File: config.mk
export PLATFORM = sky130hd
export DESIGN_NAME = variable_length_bit_packer_core
export DESIGN_NICKNAME = d
export VERILOG_FILES = /design/src/hw/rtl/vlbp_pkg.sv /design/src/hw/rtl/vlbp_ctrl.sv /design/src/hw/rtl/vlbp_datapath.sv /design/src/hw/rtl/variable_length_bit_packer_core.sv
export SDC_FILE = /design/constraint.sdc
export NUM_CORES = 1
export LEC_CHECK = 0
export ABC_AREA = 1
export ABC_CLOCK_PERIOD_IN_PS = 3100
export BUFFER_PORTS_ARGS = -buffer_cell sky130_fd_sc_hd__buf_2
export CORE_ASPECT_RATIO = 1.2
export CORE_MARGIN = 1.5
export CORE_UTILIZATION = 47
export CTS_BUF_LIST = sky130_fd_sc_hd__clkbuf_4 sky130_fd_sc_hd__clkbuf_8
export DETAILED_ROUTE_END_ITERATION = 8
export PLACE_DENSITY = 0.65
export SLEW_MARGIN = 10
export SYNTH_ARGS = -nofsm -noshare
export SYNTH_HDL_FRONTEND = slang
export SYNTH_SLANG_ARGS = --single-unit
File: constraint.sdc
create_clock -name clk_i -period 3.1 [get_ports clk_i]
set_input_delay 0.62 -clock clk_i [delete_from_list [all_inputs] [get_ports clk_i]]
set_output_delay 0.62 -clock clk_i [all_outputs]
set_load 0.005 [all_outputs]
File: src/hw/rtl/vlbp_pkg.sv
// Package for the variable-length bit packer.
// Holds the shared constants, request codes, controller state type and the
// command/status structs between controller and datapath. No dependencies.
package vlbp_pkg;

  localparam int ByteBits       = 8;
  localparam int WordBits       = 32;
  localparam int PortCapBits    = 40;
  localparam int AccBits        = 48;
  localparam int MaxCodeBitsDef = 32;

  // Request codes carried on tuser
  localparam logic REQ_APPEND = 1'b0;
  localparam logic REQ_FLUSH  = 1'b1;

  typedef enum logic {
    ST_IDLE,
    ST_EMIT
  } vlbp_state_e;

  typedef struct packed {
    logic load;   // take the input beat into the datapath
    logic shift;  // output beat taken, advance one byte
  } vlbp_cmd_t;

  typedef struct packed {
    logic load_empty;  // the beat being loaded produces no byte
    logic last_beat;   // the byte on the output is the final one of the run
  } vlbp_sts_t;

endpackage

File: src/hw/rtl/vlbp_ctrl.sv
// Controller of the variable-length bit packer.
// Two-state sequencer: take one input beat, then emit its bytes.
// Depends on vlbp_pkg.
module vlbp_ctrl
  import vlbp_pkg::*;
(
  input  logic      clk_i,
  input  logic      rst_ni,
  input  logic      in_valid_i,
  output logic      in_ready_o,
  output logic      out_valid_o,
  input  logic      out_ready_i,
  input  vlbp_sts_t sts_i,
  output vlbp_cmd_t cmd_o
);

  vlbp_state_e state_q, state_d;

  always_ff @(posedge clk_i or negedge rst_ni) begin
    if (!rst_ni) begin
      state_q <= ST_IDLE;
    end else begin
      state_q <= state_d;
    end
  end

  always_comb begin
    state_d = state_q;
    case (state_q)
      ST_IDLE: begin
        if (in_valid_i && !sts_i.load_empty) state_d = ST_EMIT;
      end
      ST_EMIT: begin
        if (out_ready_i && sts_i.last_beat) state_d = ST_IDLE;
      end
      default: state_d = ST_IDLE;
    endcase
  end

  always_comb begin
    in_ready_o  = 1'b0;
    out_valid_o = 1'b0;
    cmd_o       = '0;
    case (state_q)
      ST_IDLE: begin
        in_ready_o = 1'b1;
        cmd_o.load = in_valid_i;
      end
      ST_EMIT: begin
        out_valid_o = 1'b1;
        cmd_o.shift = out_ready_i;
      end
      default: begin
        in_ready_o = 1'b0;
      end
    endcase
  end

endmodule

File: src/hw/rtl/vlbp_datapath.sv
// Datapath of the variable-length bit packer.
// Left-aligned bit accumulator, pending bit count and byte counter.
// Depends on vlbp_pkg.
module vlbp_datapath
  import vlbp_pkg::*;
#(
  parameter int MaxCodeBits = MaxCodeBitsDef
) (
  input  logic                clk_i,
  input  logic                rst_ni,
  input  vlbp_cmd_t           cmd_i,
  input  logic                req_type_i,
  input  logic [5:0]          bit_count_i,
  input  logic [WordBits-1:0] code_word_i,
  output vlbp_sts_t           sts_o,
  output logic [ByteBits-1:0] out_byte_o
);

  localparam int CapBits = (MaxCodeBits > PortCapBits) ? PortCapBits : MaxCodeBits;
  localparam logic [5:0] CapVal = 6'(CapBits);

  // Top byte of the accumulator holds the pending bits while idle, zero-padded.
  logic [AccBits-1:0] sr_q, sr_d;
  logic [2:0]         pcnt_q, pcnt_d;
  logic [2:0]         bytes_q, bytes_d;

  logic [5:0]         count;
  logic [6:0]         shamt;
  logic [AccBits-1:0] word_ext;
  logic [AccBits-1:0] word_sh;
  logic [AccBits-1:0] aligned;
  logic [5:0]         total;

  always_comb begin
    count    = (bit_count_i > CapVal) ? CapVal : bit_count_i;
    shamt    = 7'(AccBits) - {1'b0, count};
    word_ext = {{(AccBits-WordBits){1'b0}}, code_word_i};
    // Left-align the code; bits above count-1 drop off the top.
    word_sh  = word_ext << shamt;
    aligned  = {sr_q[AccBits-1 -: ByteBits], {(AccBits-ByteBits){1'b0}}}
             | (word_sh >> pcnt_q);
    total    = 6'(pcnt_q) + count;
  end

  always_comb begin
    sts_o.load_empty = (req_type_i == REQ_FLUSH) ? (pcnt_q == 3'd0)
                                                 : (total[5:3] == 3'd0);
    sts_o.last_beat  = (bytes_q == 3'd1);
    out_byte_o       = sr_q[AccBits-1 -: ByteBits];
  end

  always_comb begin
    sr_d    = sr_q;
    pcnt_d  = pcnt_q;
    bytes_d = bytes_q;
    if (cmd_i.load) begin
      if (req_type_i == REQ_FLUSH) begin
        bytes_d = {2'b00, (pcnt_q != 3'd0)};
        pcnt_d  = 3'd0;
      end else begin
        sr_d    = aligned;
        bytes_d = total[5:3];
        pcnt_d  = total[2:0];
      end
    end else if (cmd_i.shift) begin
      sr_d    = {sr_q[AccBits-ByteBits-1:0], {ByteBits{1'b0}}};
      bytes_d = bytes_q - 3'd1;
    end
  end

  always_ff @(posedge clk_i or negedge rst_ni) begin
    if (!rst_ni) begin
      sr_q    <= '0;
      pcnt_q  <= '0;
      bytes_q <= '0;
    end else begin
      sr_q    <= sr_d;
      pcnt_q  <= pcnt_d;
      bytes_q <= bytes_d;
    end
  end

endmodule

File: src/hw/rtl/variable_length_bit_packer_core.sv
// MSB-first variable-length bit packer, stream in and byte stream out: an
// append beat adds the low bit_count bits of code_word (count saturated to
// MaxCodeBits, at most 40; bits above 31 read as zero) behind the pending
// partial byte, and a flush beat emits the pending bits left-aligned and
// zero-padded, or nothing when none are pending. tlast marks the last byte
// caused by one input beat. An item with n bytes (0 to 5) first loads the
// accumulator, then sends one byte per cycle from the output byte register
// while the output side is ready; the next input beat is taken once the last
// byte has gone.
// Depends on vlbp_pkg, vlbp_ctrl and vlbp_datapath.
module variable_length_bit_packer_core
  import vlbp_pkg::*;
#(
  parameter int MaxCodeBits = MaxCodeBitsDef
) (
  input  logic        clk_i,
  input  logic        rst_ni,
  input  logic        s_axis_tvalid_i,
  output logic        s_axis_tready_o,
  input  logic [39:0] s_axis_tdata_i,   // [5:0] bit_count, [37:6] code_word, [39:38] zero
  input  logic        s_axis_tuser_i,   // [0] req_type
  output logic        m_axis_tvalid_o,
  input  logic        m_axis_tready_i,
  output logic [7:0]  m_axis_tdata_o,   // [7:0] out_byte
  output logic        m_axis_tlast_o    // last_of_run
);

  vlbp_cmd_t cmd;
  vlbp_sts_t sts;

  vlbp_ctrl u_ctrl (
    .clk_i       (clk_i),
    .rst_ni      (rst_ni),
    .in_valid_i  (s_axis_tvalid_i),
    .in_ready_o  (s_axis_tready_o),
    .out_valid_o (m_axis_tvalid_o),
    .out_ready_i (m_axis_tready_i),
    .sts_i       (sts),
    .cmd_o       (cmd)
  );

  vlbp_datapath #(
    .MaxCodeBits (MaxCodeBits)
  ) u_datapath (
    .clk_i       (clk_i),
    .rst_ni      (rst_ni),
    .cmd_i       (cmd),
    .req_type_i  (s_axis_tuser_i),
    .bit_count_i (s_axis_tdata_i[5:0]),
    .code_word_i (s_axis_tdata_i[37:6]),
    .sts_o       (sts),
    .out_byte_o  (m_axis_tdata_o)
  );

  assign m_axis_tlast_o = sts.last_beat;

  // Input and output sides never run at once.
  assert property (@(posedge clk_i) disable iff (!rst_ni)
    !(s_axis_tready_o && m_axis_tvalid_o))
    else $error("input ready while bytes are pending");

  // A run keeps going until its tlast beat.
  assert property (@(posedge clk_i) disable iff (!rst_ni)
    (m_axis_tvalid_o && m_axis_tready_i && !m_axis_tlast_o) |=> m_axis_tvalid_o)
    else $error("byte run ended without tlast");

  // After the tlast beat the block takes input again.
  assert property (@(posedge clk_i) disable iff (!rst_ni)
    (m_axis_tvalid_o && m_axis_tready_i && m_axis_tlast_o) |=> s_axis_tready_o)
    else $error("not ready after last byte");

endmodule
# After elaboration in Yosys (flattened, before gate mapping)
# Cells that the tools add are included.
[totals]
ff_bits = 55
in_bits = 45
output_inout_bits = 11
word_cells = 38
[op_classes]
n_bitwise = 2
add_sub_neg = 3
n_mux = 16
n_reduce_logical = 8
eq_ne = 2
shift = 2
magnitude_cmp = 1
[ops]
columns = ["op", "count"]
rows = [
  ["$mux 48", 3],
  ["$or 48x48->48", 1],
  ["$shl 32x7->48", 1],
  ["$shr 48x3->48", 1],
  ["$mux 3", 4],
  ["$mux 1", 7],
  ["$sub 6x6->7 const A", 1],
  ["$add 3x6->6", 1],
  ["$gt 6x6->1 const B", 1],
  ["$logic_not 3->1", 2],
  ["$mux 6", 1],
  ["$eq 3x1->1 const B", 1],
  ["$reduce_bool 3->1", 1],
  ["$sub 3x1->3 const B", 1],
  ["$logic_and 1x1->1", 2],
  ["$ne 2x2->1 const B", 1],
  ["$pmux 1 s2", 1],
  ["$reduce_and 2->1", 1],
  ["$reduce_bool 2->1", 1],
  ["$logic_not 1->1", 1],
  ["$not 1->1", 1],
]

# Depth between registers and ports, before layout
# Gate-level depths: netlist of run 1.
[depth]
depth_word = 9
mapped_depth = 25
ltp_nobuf = 22

# Hierarchy
# Synthesis of run 1 repeated with hierarchy kept, for this count alone.
[hier_totals]
cells_unflattened = 1223
hier_area_um2 = 6734.0
[modules_own_cells]
columns = ["mod", "area_per_inst_um2", "cells_each", "instances", "seq_area_each_um2"]
rows = [
  ["vlbp_datapath", 6665.1, 1212, 1, 1351.3],
  ["vlbp_ctrl", 68.8, 11, 1, 25.0],
]

# Worst setup path before layout of run 1
# Ideal clock, no wire load.
[synth_timing]
path_kind = "in2reg"
from = "input port s_axis_tdata_i[2]"
to = "register u_datapath.sr_q[42]"
arrival_time_ns = 3.149
n_path_buf = 4
setup_time_ns = 0.116
setup_slack_ns = -0.165
required_ns = 2.984
path_stages = 21
cell_sequence = "nor2_1 nand3_1 nand2_2 buf_4 buf_2 nand2_1 ha_1 buf_2 clkinv_1 clkbuf_1 nand3_1 nand3_1 nand3_1 nand3_1 nand2_1 o21ai_1 nor2_1 a21oi_1 nand3_1 nand2_1 nand2_1"
[synth_via]
elab_chain_cells = 8
[synth_rtl]
columns = ["item", "line", "text"]
rows = [
  ["start: declaration", "variable_length_bit_packer_core.sv:20", "input logic [39:0] s_axis_tdata_i,"],
  ["$gt 6x6->1", "vlbp_datapath.sv:35", "count = (bit_count_i > CapVal) ? CapVal : bit_count_i;"],
  ["$mux 6 *", "vlbp_datapath.sv:35", ""],
  ["$sub 6x6->7 *", "vlbp_datapath.sv:36", "shamt = 7'(AccBits) - {1'b0, count};"],
  ["$shl 32x7->48 *", "vlbp_datapath.sv:39", "word_sh = word_ext << shamt;"],
  ["$shr 48x3->48 *", "vlbp_datapath.sv:41", "| (word_sh >> pcnt_q);"],
  ["$or 48x48->48 *", "vlbp_datapath.sv:41", ""],
  ["$mux 48 *", "vlbp_datapath.sv:57", "if (req_type_i == REQ_FLUSH) begin"],
  ["$mux 48 *", "vlbp_datapath.sv:56", "if (cmd_i.load) begin"],
  ["end signal: assignment", "vlbp_datapath.sv:77", "sr_q <= sr_d;"],
  ["end: declaration", "vlbp_datapath.sv:23", "logic [AccBits-1:0] sr_q, sr_d;"],
]
# Every way passes the cells marked *; elsewhere a longest branch is shown, timed or not. The select of a mux whose other input is x is not followed.
# A chain may end at the register's enable or synchronous reset.

# Final worst setup path of run 1
[layout_timing]
from = "input port s_axis_tdata_i[2]"
to = "register u_datapath.sr_q[8]"
# Same word-level chain as after synthesis.

==> results of run 1 <==
==> routing by layer <==
metal  vias to the layer above  routed length [um]  share of wire (%)  track usage (%)
met5                         -                   0                  0                0
met4                         0                1050                4.6             14.6
met3                        46                1140                5.0             1.64
met2                       307               10300                 46             48.0
met1                      3880               10100                 45             42.5
li1                       4208                   -                  -                -
==> cell type report <==
class / instances / area share [%]
inverters: 45 / 2.23
repair buffers: 151 / 14.3
clock buffers: 5 / 0.902
flip-flops and latches: 55 / 18.0
multi-input cells: 991 / 61.4
well taps: 171 / 2.80
clock inverters: 3 / 0.344
==> state kept, by name (all words and copies together) (netlist names) <==
name / flops
u_ctrl.state_q: 1
u_datapath.bytes_q: 3
u_datapath.pcnt_q: 3
u_datapath.sr_q: 48
==> power by group <==
part	internal, mW	switching, mW	total [mW]
logic	1.13	2.01	3.14
registers	1.04	0.198	1.24
clock network	0.167	0.265	0.432
==> worst max-delay path, cell delays in order <==
cell     delay (ns)
buf_2          0.11
nor2_1         0.09
nand3_1        0.09
nand2_2        0.12
nand2_1        0.09
ha_1           0.23
inv_1          0.09
nand3_1        0.08
nand2_1        0.13
buf_12         0.16
nand3_1        0.11
nand3_1        0.15
nand3_1        0.21
o21ai_0        0.37
mux2i_1        0.18
nand2_1        0.09
nand3_1        0.08
a21oi_1        0.15
==> cell usage after synthesis, drive strengths merged <==
cell and instances:
o211ai 6, nor3 3, dfrtp 55, clkbuf 33
a21oi 77, a31oi 1, and2 1, o22ai 1
nor2 74, nand2 284, buf 59, or2 6
a22o 2, o31ai 1, mux2i 3, xor2 1
o21ai 34, inv 43, clkinv 2, ha 5
a2bb2oi 1, nand3 482, nand4 8, o311ai 1
==> worst paths after layout <==
kind	cells after the start	from	slack, ns	end
setup / recovery	18	s_axis_tdata_i[2]	0.20	u_datapath.sr_q[8]
hold / removal	1	rst_ni	0.43	u_datapath.sr_q[46]
setup reg to reg	9	u_ctrl.state_q	0.91	u_datapath.sr_q[15]
hold reg to reg	2	u_datapath.sr_q[0]	0.50	u_datapath.sr_q[0]
max in group asynchronous	2	rst_ni	1.91	u_datapath.sr_q[10]
min in group clk_i	2	u_datapath.sr_q[0]	0.50	u_datapath.sr_q[0]
==> logic make-up (layout without fill, tap and decap cells) <==
logic type | after synthesis | in the layout
compound gates | 124 | 124
xor+xnor | 1 | 1
fa+ha+maj | 5 | 5
buf+inv | 137 | 204
flops | 55 | 55
mux | 3 | 3
simple gates | 858 | 858
==> repair_timing <==
action | in CTS | in global routing
buffers inserted | 0 | 1
setup endpoints to repair | 0 | 12
endpoints found under the hold margin | 0 | 0
resized for setup | 0 | 2
==> summary.md, run 1 <==
| Metric | Value |
|---|---|
| GRT overflow | `0` |
| Drt pass-1 iters | `5` |
| Area of the multi-input gates | `about 0.0047 mm^2` |
| Reg clk slew, reported paths | `roughly 0.12 ns` |
| Part of the Yosys area used for sequential elements | `20.7%` |
| Ant. Diodes | `0` |
| Hold WC Path Type | `input port to asynchronous set/reset pin` |
| Initial antenna violation count | `0` |
| Ranking of synthesized cells by area | `nand3_1 (36%), dfrtp_1 (21%), nand2_1 (16%)` |
| Count of cell types in the netlist | `35` |
| Most frequent cells in the layout | `nand3_1 (481), nand2_1 (277), buf_4 (90)` |
| PD cells | `roughly 630 mW/mm^2` |
| Setup Crit Path Kind | `input port to flip-flop` |
| Io pins | `56` |
| RSZ-0062 raised after global routing | `false` |
| Die W | `roughly 110 um` |
| Drc violations | `0` |
| Worst-Margin Slew | `between 0.9 and 1 ns` |
| Max Cap Violations | `0` |
| Post-synthesis register bit count | `between 50 and 60` |
| Clock sinks | `55` |
| Syn avg cell area | `roughly 5.6 um^2` |
| GP Congestion | `between 0.9 and 1` |
| Via count | `~8.4k` |
| Final core utilization | `between 50% and 60%` |
| Worst Path Required | `3.35 ns` |
| Share of cells above drive strength 1 | `14.3%` |
| Slew HR | `a little over a third` |
| # hold bufs at CTS | `0` |
| Wire length per cell | `roughly 16 um` |
| Register area | `0.00138 mm^2` |
| DP Area | `0.00752 mm^2` |
| First-pass GRT wire length | `about 37 mm` |
| Hold WS | `~0.43 ns` |
| Layout Nets | `1299` |
| Non-Filler Instances | `roughly 1.4k` |
| Synth Cell Area | `about 0.0067 mm^2` |
| Clk buf depth | `2` |
| CP Launch Type | `input port` |
| Maximum number of pins on one net before global-route repair | `53` |
| Count of final setup violators | `0` |
| Clock Skews | `0.0199 ns` |
| Num CTS Buffers | `5` |
| Post-synthesis simple-gate area fraction | `between 50% and 60%` |
| Pre-CTS WS | `-0.154 ns` |
| Max Freq | `about 0.34 GHz` |
| Vias in the first global route | `7479` |
| Pwr Total | `4.81 mW` |
| Gr usage total | `a little under a third` |
| Fin crit share | `a little over nine tenths` |
| Area delta synth->final | `14.6%` |
| Total placed cells including tap cells | `around 1.4k` |
| Final setup margin | `around 0.20 ns` |
| Final wirelength | `between 20 and 25 mm` |
| CTS tree | `built` |
| CP Capture Type | `flip-flop` |
| Die Y | `approximately 130 um` |
| Setup TNS | `0 ns` |
| Starting Density | `between 40 and 50%` |
| Largest family of logic cells by synthesized area | `simple AND/OR/NAND/NOR gates` |
| Final Max Tran Viols | `0` |
| Adder-cell area share of the yosys netlist | `less than 1%` |
| Leak pwr | `3.76 nW` |
| Worst skew pair latency | `roughly 0.33 ns` |
| Synth Net Count | `roughly 1.2k` |
| Row cnt | `47` |
| Post-synthesis xor/xnor area fraction | `less than 1%` |
| Core area | `between 0.01 and 0.015 mm^2` |
| Fill count | `1514` |
| Commonest non-fill, non-tap cell in the layout | `nand3_1` |
| Final std cell area, no fill | `around 0.0076 mm^2` |
| Post-synthesis compound-gate area fraction | `10.0%` |
| DR vias/cell | `about 5.9` |
| Data arrival time of the critical path | `~3.2 ns` |
| Detail Route Antenna Nets | `0` |
| Yosys top cell area share | `36.2%` |
| DP HPWL | `18.0 mm` |
| Status | `finished, final reports clean` |
| Port bufs | `53` |
| Mux cell area share after synthesis | `less than 1%` |
| Largest area contributor in the netlist | `nand3_1` |
| Syn Inst Count | `between 1k and 1.5k` |
| Post-route minimum period | `2.90 ns` |
| Area of the die | `around 0.015 mm^2` |
| 1st-iter DRT viols | `between 800 and 900` |
| CTS Root Cell | `clkbuf_8` |
| Fin. Hold Viols | `0` |
| Maximum fanout along the worst path | `19` |
| Yosys warning count | `0` |
| H-tree depth | `2` |
| Maximum vdd drop | `just under 0.0006 V` |
Note: power is estimated with default switching activity, not from simulation.
==> run 2: changes to the inputs <==
--- a/config.mk
+++ b/config.mk
@@ -8,12 +8,14 @@
 export ABC_AREA = 1
 export ABC_CLOCK_PERIOD_IN_PS = 3100
 export BUFFER_PORTS_ARGS = -buffer_cell sky130_fd_sc_hd__buf_2
+export CELL_PAD_IN_SITES_DETAIL_PLACEMENT = 1
+export CELL_PAD_IN_SITES_GLOBAL_PLACEMENT = 1
 export CORE_ASPECT_RATIO = 1.2
 export CORE_MARGIN = 1.5
-export CORE_UTILIZATION = 47
+export CORE_UTILIZATION = 46
 export CTS_BUF_LIST = sky130_fd_sc_hd__clkbuf_4 sky130_fd_sc_hd__clkbuf_8
 export DETAILED_ROUTE_END_ITERATION = 8
-export PLACE_DENSITY = 0.65
+export PLACE_DENSITY_LB_ADDON = 0.1
 export SLEW_MARGIN = 10
 export SYNTH_ARGS = -nofsm -noshare
 export SYNTH_HDL_FRONTEND = slang
==> summary.md, run 2 (synthesis results as in run 1) <==
| Metric | Value |
|---|---|
| Max Cap Violations | `0` |
| Final Max Tran Viols | `0` |
| CTS Root Cell | `clkbuf_8` |
| Leak pwr | `between 3 and 4 nW` |
| Data arrival time of the critical path | `approximately 3.3 ns` |
| Hold WC Path Type | `input port to asynchronous set/reset pin` |
| GRT overflow | `0` |
| Commonest non-fill, non-tap cell in the layout | `nand3_1` |
| CP startpoint | `s_axis_tdata_i[0]` |
| DR vias/cell | `a little over 6` |
| Area of the die | `roughly 0.015 mm^2` |
| Final wirelength | `about 27 mm` |
| Clock sinks | `55` |
| Gr usage total | `roughly a third` |
| CP Launch Type | `input port` |
| Pre-CTS WS | `-0.269 ns` |
| Layout Nets | `1299` |
| R2R setup slack | `0.95 ns` |
| Critical Path End | `u_datapath.sr_q[8]` |
| Register area | `0.00138 mm^2` |
| Slew HR | `45.9%` |
| DP HPWL | `just over 20 mm` |
| Max Freq | `around 0.33 GHz` |
| Fin crit share | `a little over nine tenths` |
| Share of cells above drive strength 1 | `between 10% and 20%` |
| Maximum number of pins on one net before global-route repair | `47` |
| H-tree depth | `2` |
| Num CTS Buffers | `5` |
| Starting Density | `between 40% and 50%` |
| Io pins | `56` |
| Detail Route Antenna Nets | `0` |
| Drt pass-1 iters | `8` |
| Worst Path Required | `around 3.3 ns` |
| Fin. Hold Viols | `0` |
| Internal cell power | `between 2 and 2.5 mW` |
| # hold bufs at CTS | `0` |
| RSZ-0062 raised after global routing | `true` |
| Row cnt | `47` |
| Switching Fraction | `roughly half` |
| Largest register FFs | `48` |
| Top reg by flops | `u_datapath.sr_q` |
| Die W | `between 100 and 150 um` |
| Switching Power | `about 2.7 mW` |
| Final setup margin | `0.0934 ns` |
| Total placed cells including tap cells | `approximately 1.4k` |
| Ant. Diodes | `0` |
| Die Y | `around 130 um` |
| Clock Skews | `~0.015 ns` |
| Maximum fanout along the worst path | `12` |
| Drc violations | `0` |
| Comb power frac | `65.7%` |
| Top Registers | `u_datapath.sr_q (48), u_datapath.bytes_q (3), u_datapath.pcnt_q (3)` |
| Status | `finished, final reports clean` |
| Core area | `0.0139 mm^2` |
| Vias in the first global route | `roughly 8.5k` |
| Wire length per cell | `19.0 um` |
| Setup Crit Path Kind | `input port to flip-flop` |
| First-pass GRT wire length | `roughly 43 mm` |
| Clock share of power | `around a tenth` |
| Pwr Total | `~5.2 mW` |
| Final core utilization | `a little under three fifths` |
| Area of the multi-input gates | `approximately 0.0048 mm^2` |
| Port bufs | `between 50 and 60` |
| Area delta synth->final | `18.2%` |
| Non-Filler Instances | `~1.4k` |
| Maximum vdd drop | `roughly 0.00034 V` |
| PD cells | `between 600 and 700 mW/mm^2` |
| Clk buf depth | `2` |
| R2r endpoint | `u_ctrl.state_q` |
| Most frequent cells in the layout | `nand3_1 (467), nand2_1 (272), buf_4 (85)` |
| Post-route minimum period | `roughly 3 ns` |
| Count of final setup violators | `0` |
| 1st-iter DRT viols | `~580` |
| Sequential power share | `about a quarter` |
| Reg clk slew, reported paths | `about 0.10 ns` |
| Via count | `about 8.8k` |
| Worst-Margin Slew | `between 0.8 and 0.9 ns` |
| Initial antenna violation count | `0` |
| FF-to-FF Start | `u_datapath.pcnt_q[2]` |
| GP Congestion | `1.01` |
| CP Capture Type | `flip-flop` |
| CTS tree | `built` |
| Fill count | `between 2k and 2.5k` |
| FF-to-FF path depth | `6` |
| Worst skew pair latency | `between 0.3 and 0.4 ns` |
==> run 2: cell count changes in the layout (fill, tap and decap cells not counted), sizes merged <==
cell and delta:
clkbuf +3, inv -1, buf -2, bufinv +1
clkinv -1
==> run 2: how the worst min path moves through the flow <==
stage	start	to	slack (ns)	cells after the start
2_1_floorplan	rst_ni	u_ctrl.state_q	0.32	0
3_5_place_dp	u_datapath.sr_q[5]	u_datapath.sr_q[5]	0.47	2
4_1_cts	rst_ni	u_datapath.sr_q[45]	0.33	1
3_3_place_gp	u_datapath.sr_q[5]	u_datapath.sr_q[5]	0.46	2
5_1_grt	rst_ni	u_datapath.sr_q[45]	0.36	1
6_report	rst_ni	u_datapath.sr_q[45]	0.31	1
==> run 2: area by class of cell <==
class	count	area share [%]
clock inverters	2	0.445
multi-input cells	991	61.2
flip-flops and latches	55	17.5
inverters	45	2.21
clock buffers	6	1.05
well taps	171	2.72
repair buffers	151	14.9
==> run 2: stage by stage <==
step / cell area, um^2 / TNS (ns) / hold WS (ns)
finish: 7870 / 0 / 0.310
global placement: 7520 / -2.09 / 0.465
detailed placement: 7520 / -6.26 / 0.471
global route: 7870 / -0.568 / 0.364
floorplan: 6670 / 0 / 0.324
CTS: 7640 / 0 / 0.334
==> run 2: critical path, stage by stage <==
cell and delay, ns:
buf_2 0.11, nor2_1 0.12, nand3_1 0.10, nand2_2 0.13, nand2_2 0.10, ha_4 0.19
inv_1 0.07, nand3_1 0.09, nand2_2 0.16, buf_12 0.16, nand3_1 0.11, nand3_1 0.20
nand3_1 0.22, o21ai_0 0.33, mux2i_1 0.20, nand2_1 0.11, nand3_1 0.08, a21oi_1 0.15
==> run 2: per-layer routing <==
layer	track usage [%]	vias to the layer above	part of all wire, %
li1	-	4207	-
met1	45.0	4300	43
met2	59.0	262	49
met3	1.97	66	3.6
met4	15.3	0	4.6
met5	0	-	0
==> run 2: power groups by stage <==
stage | Combinational (mW) | Sequential (mW) | Clock [mW]
2_1_floorplan | 2.31 | 1.19 | 0
3_3_place_gp | 3.10 | 1.24 | 0
3_5_place_dp | 3.23 | 1.26 | 0
4_1_cts | 3.24 | 1.26 | 0.511
5_1_grt | 3.77 | 1.29 | 0.522
6_report | 3.39 | 1.26 | 0.507
==> run 2: timing repair <==
action                                  CTS  global route
endpoints found under the setup margin    0            39
endpoints found under the hold margin     0             0
gates resized for setup                   0            38
setup buffers                             0             2
==> run 3: changes to the inputs <==
--- a/config.mk
+++ b/config.mk
@@ -6,7 +6,7 @@
 export NUM_CORES = 1
 export LEC_CHECK = 0
 export ABC_AREA = 1
-export ABC_CLOCK_PERIOD_IN_PS = 3100
+export ABC_CLOCK_PERIOD_IN_PS = 3500
 export BUFFER_PORTS_ARGS = -buffer_cell sky130_fd_sc_hd__buf_2
 export CELL_PAD_IN_SITES_DETAIL_PLACEMENT = 1
 export CELL_PAD_IN_SITES_GLOBAL_PLACEMENT = 1
==> constraint.sdc (replaced) <==
create_clock -name clk_i -period 3.5 [get_ports clk_i]
set_input_delay 0.7 -clock clk_i [delete_from_list [all_inputs] [get_ports clk_i]]
set_output_delay 0.7 -clock clk_i [all_outputs]
set_load 0.005 [all_outputs]
==> summary.md, run 3 (synthesis results as in run 1) <==
| Metric | Value |
|---|---|
| Switching Fraction | `51.9%` |
| Max Cap Violations | `0` |
| Top Registers | `u_datapath.sr_q (48), u_datapath.bytes_q (3), u_datapath.pcnt_q (3)` |
| Die W | `113 um` |
| Slew HR | `between 40% and 50%` |
| Post-route minimum period | `around 3.2 ns` |
| PD cells | `about 600 mW/mm^2` |
| Layout Nets | `approximately 1.2k` |
| Initial antenna violation count | `0` |
| Core area | `roughly 0.014 mm^2` |
| Io pins | `56` |
| Final Max Tran Viols | `0` |
| Final setup margin | `~0.26 ns` |
| Drc violations | `1` |
| Row cnt | `between 40 and 50` |
| Port bufs | `between 50 and 60` |
| DR vias/cell | `between 6 and 7` |
| Most frequent cells in the layout | `nand3_1 (481), nand2_1 (277), a21oi_1 (76)` |
| Maximum fanout along the worst path | `40` |
| Maximum number of pins on one net before global-route repair | `51` |
| GP Congestion | `between 0.9 and 1` |
| Pre-CTS WS | `-0.0113 ns` |
| Drt pass-1 iters | `7` |
| Status | `complete, but fails checks` |
| GRT overflow | `0` |
| Share of cells above drive strength 1 | `between 10% and 20%` |
| Maximum vdd drop | `~0.00024 V` |
| Comb power frac | `~64%` |
| CP Capture Type | `flip-flop` |
| Sequential power share | `about 25%` |
| RSZ-0062 raised after global routing | `false` |
| H-tree depth | `2` |
| CTS Root Cell | `clkbuf_8` |
| Wire length per cell | `18.2 um` |
| # hold bufs at CTS | `0` |
| Data arrival time of the critical path | `~3.5 ns` |
| Via count | `8443` |
| Area delta synth->final | `8.48%` |
| Gr usage total | `about a third` |
| 1st-iter DRT viols | `640` |
| Top reg by flops | `u_datapath.sr_q` |
| Final core utilization | `approximately half` |
| Register area | `between 0.001 and 0.0015 mm^2` |
| Largest register FFs | `48` |
| CTS tree | `built` |
| Final wirelength | `between 20 and 25 mm` |
| Num CTS Buffers | `5` |
| Area of the die | `between 0.015 and 0.02 mm^2` |
| Worst-Margin Slew | `~0.8 ns` |
| Fill count | `approximately 2.1k` |
| Starting Density | `a little under half` |
| Clock Skews | `slightly below 0.008 ns` |
| Failing checks | `DRC` |
| Max Freq | `roughly 0.3 GHz` |
| CP Launch Type | `input port` |
| Fin crit share | `between 90% and 100%` |
| DP HPWL | `around 20 mm` |
| Clock share of power | `between 10% and 20%` |
| Fin. Hold Viols | `0` |
| Worst skew pair latency | `about 0.32 ns` |
| Worst Path Required | `3.75 ns` |
| Total placed cells including tap cells | `between 1k and 1.5k` |
| Count of final setup violators | `0` |
| Area of the multi-input gates | `between 0.004 and 0.005 mm^2` |
| Clock sinks | `between 50 and 60` |
| Commonest non-fill, non-tap cell in the layout | `nand3_1` |
| Switching Power | `approximately 2.2 mW` |
| Vias in the first global route | `roughly 8.2k` |
| Hold WC Path Type | `input port to asynchronous set/reset pin` |
| Non-Filler Instances | `about 1.4k` |
| Ant. Diodes | `0` |
| Leak pwr | `~3.5 nW` |
| First-pass GRT wire length | `between 40 and 50 mm` |
| Reg clk slew, reported paths | `about 0.10 ns` |
| Clk buf depth | `2` |
| Internal cell power | `between 2 and 2.5 mW` |
| Detail Route Antenna Nets | `0` |
| Setup Crit Path Kind | `input port to flip-flop` |
| Die Y | `135 um` |
| Setup fix buffers added after clock tree synthesis | `0` |
-- run 3: worst paths after layout --
check / endpoint / from / cells past startpoint / slack, ns
max: u_datapath.sr_q[10] / s_axis_tdata_i[0] / 16 / 0.26
min: u_datapath.sr_q[44] / rst_ni / 1 / 0.44
max reg2reg: u_datapath.sr_q[35] / u_ctrl.state_q / 9 / 1.17
min reg2reg: u_datapath.sr_q[1] / u_datapath.sr_q[1] / 2 / 0.50
max in group asynchronous: u_datapath.sr_q[0] / rst_ni / 2 / 2.39
min in group clk_i: u_datapath.sr_q[1] / u_datapath.sr_q[1] / 2 / 0.50
-- run 3: per-layer routing --
metal  vias to the layer above  GRT usage [%]  wire length, um  share of wire (%)
met5                         -              0                0                  0
met4                         0           14.1             1090                4.4
met3                        68           2.06              735                3.0
met2                       207           56.1            11800                 47
met1                      4074           46.0            11300                 45
li1                       4094              -                -                  -
-- run 3: final cells by class --
| cell class | count | area share (%) |
|---|---|---|
| inverters | 45 | 2.34 |
| repair buffers | 99 | 9.15 |
| flip-flops and latches | 55 | 19.1 |
| well taps | 171 | 2.96 |
| multi-input cells | 991 | 64.9 |
| clock buffers | 6 | 1.14 |
| clock inverters | 2 | 0.485 |
-- run 3: critical path, stage by stage --
cell     delay, ns
buf_2         0.09
buf_4         0.35
nand2_2       0.10
ha_1          0.26
inv_1         0.10
nand3_1       0.08
nand2_1       0.13
buf_12        0.17
nand3_1       0.24
nand2_1       0.16
nand3_1       0.20
o21ai_0       0.36
o21ai_1       0.15
nand2_1       0.10
nand3_1       0.09
a21oi_1       0.19
-- run 3: what timing repair did --
item                                   4_1_cts  5_1_grt
endpoints found under the hold margin        0        0
resized for setup                            0        1
setup endpoints to repair                    0        2
-- run 3: power groups by stage --
| stage | Combinational, mW | Clock [mW] | Sequential [mW] |
|---|---|---|---|
| finish | 2.76 | 0.444 | 1.09 |
| floorplan | 2.05 | 0 | 1.05 |
| global placement | 2.65 | 0 | 1.09 |
| CTS | 2.75 | 0.451 | 1.09 |
| detailed placement | 2.73 | 0 | 1.10 |
| global route | 3.12 | 0.475 | 1.12 |
-- run 3: through the flow --
step,power (mW),setup TNS (ns),hold WS (ns),area (um^2)
floorplan,3.10,0,0.404,6660
global placement,3.74,0,0.465,7100
detailed placement,3.83,-0.0170,0.470,7100
CTS,4.29,0,0.461,7210
global route,4.72,0,0.473,7220
finish,4.30,0,0.443,7220
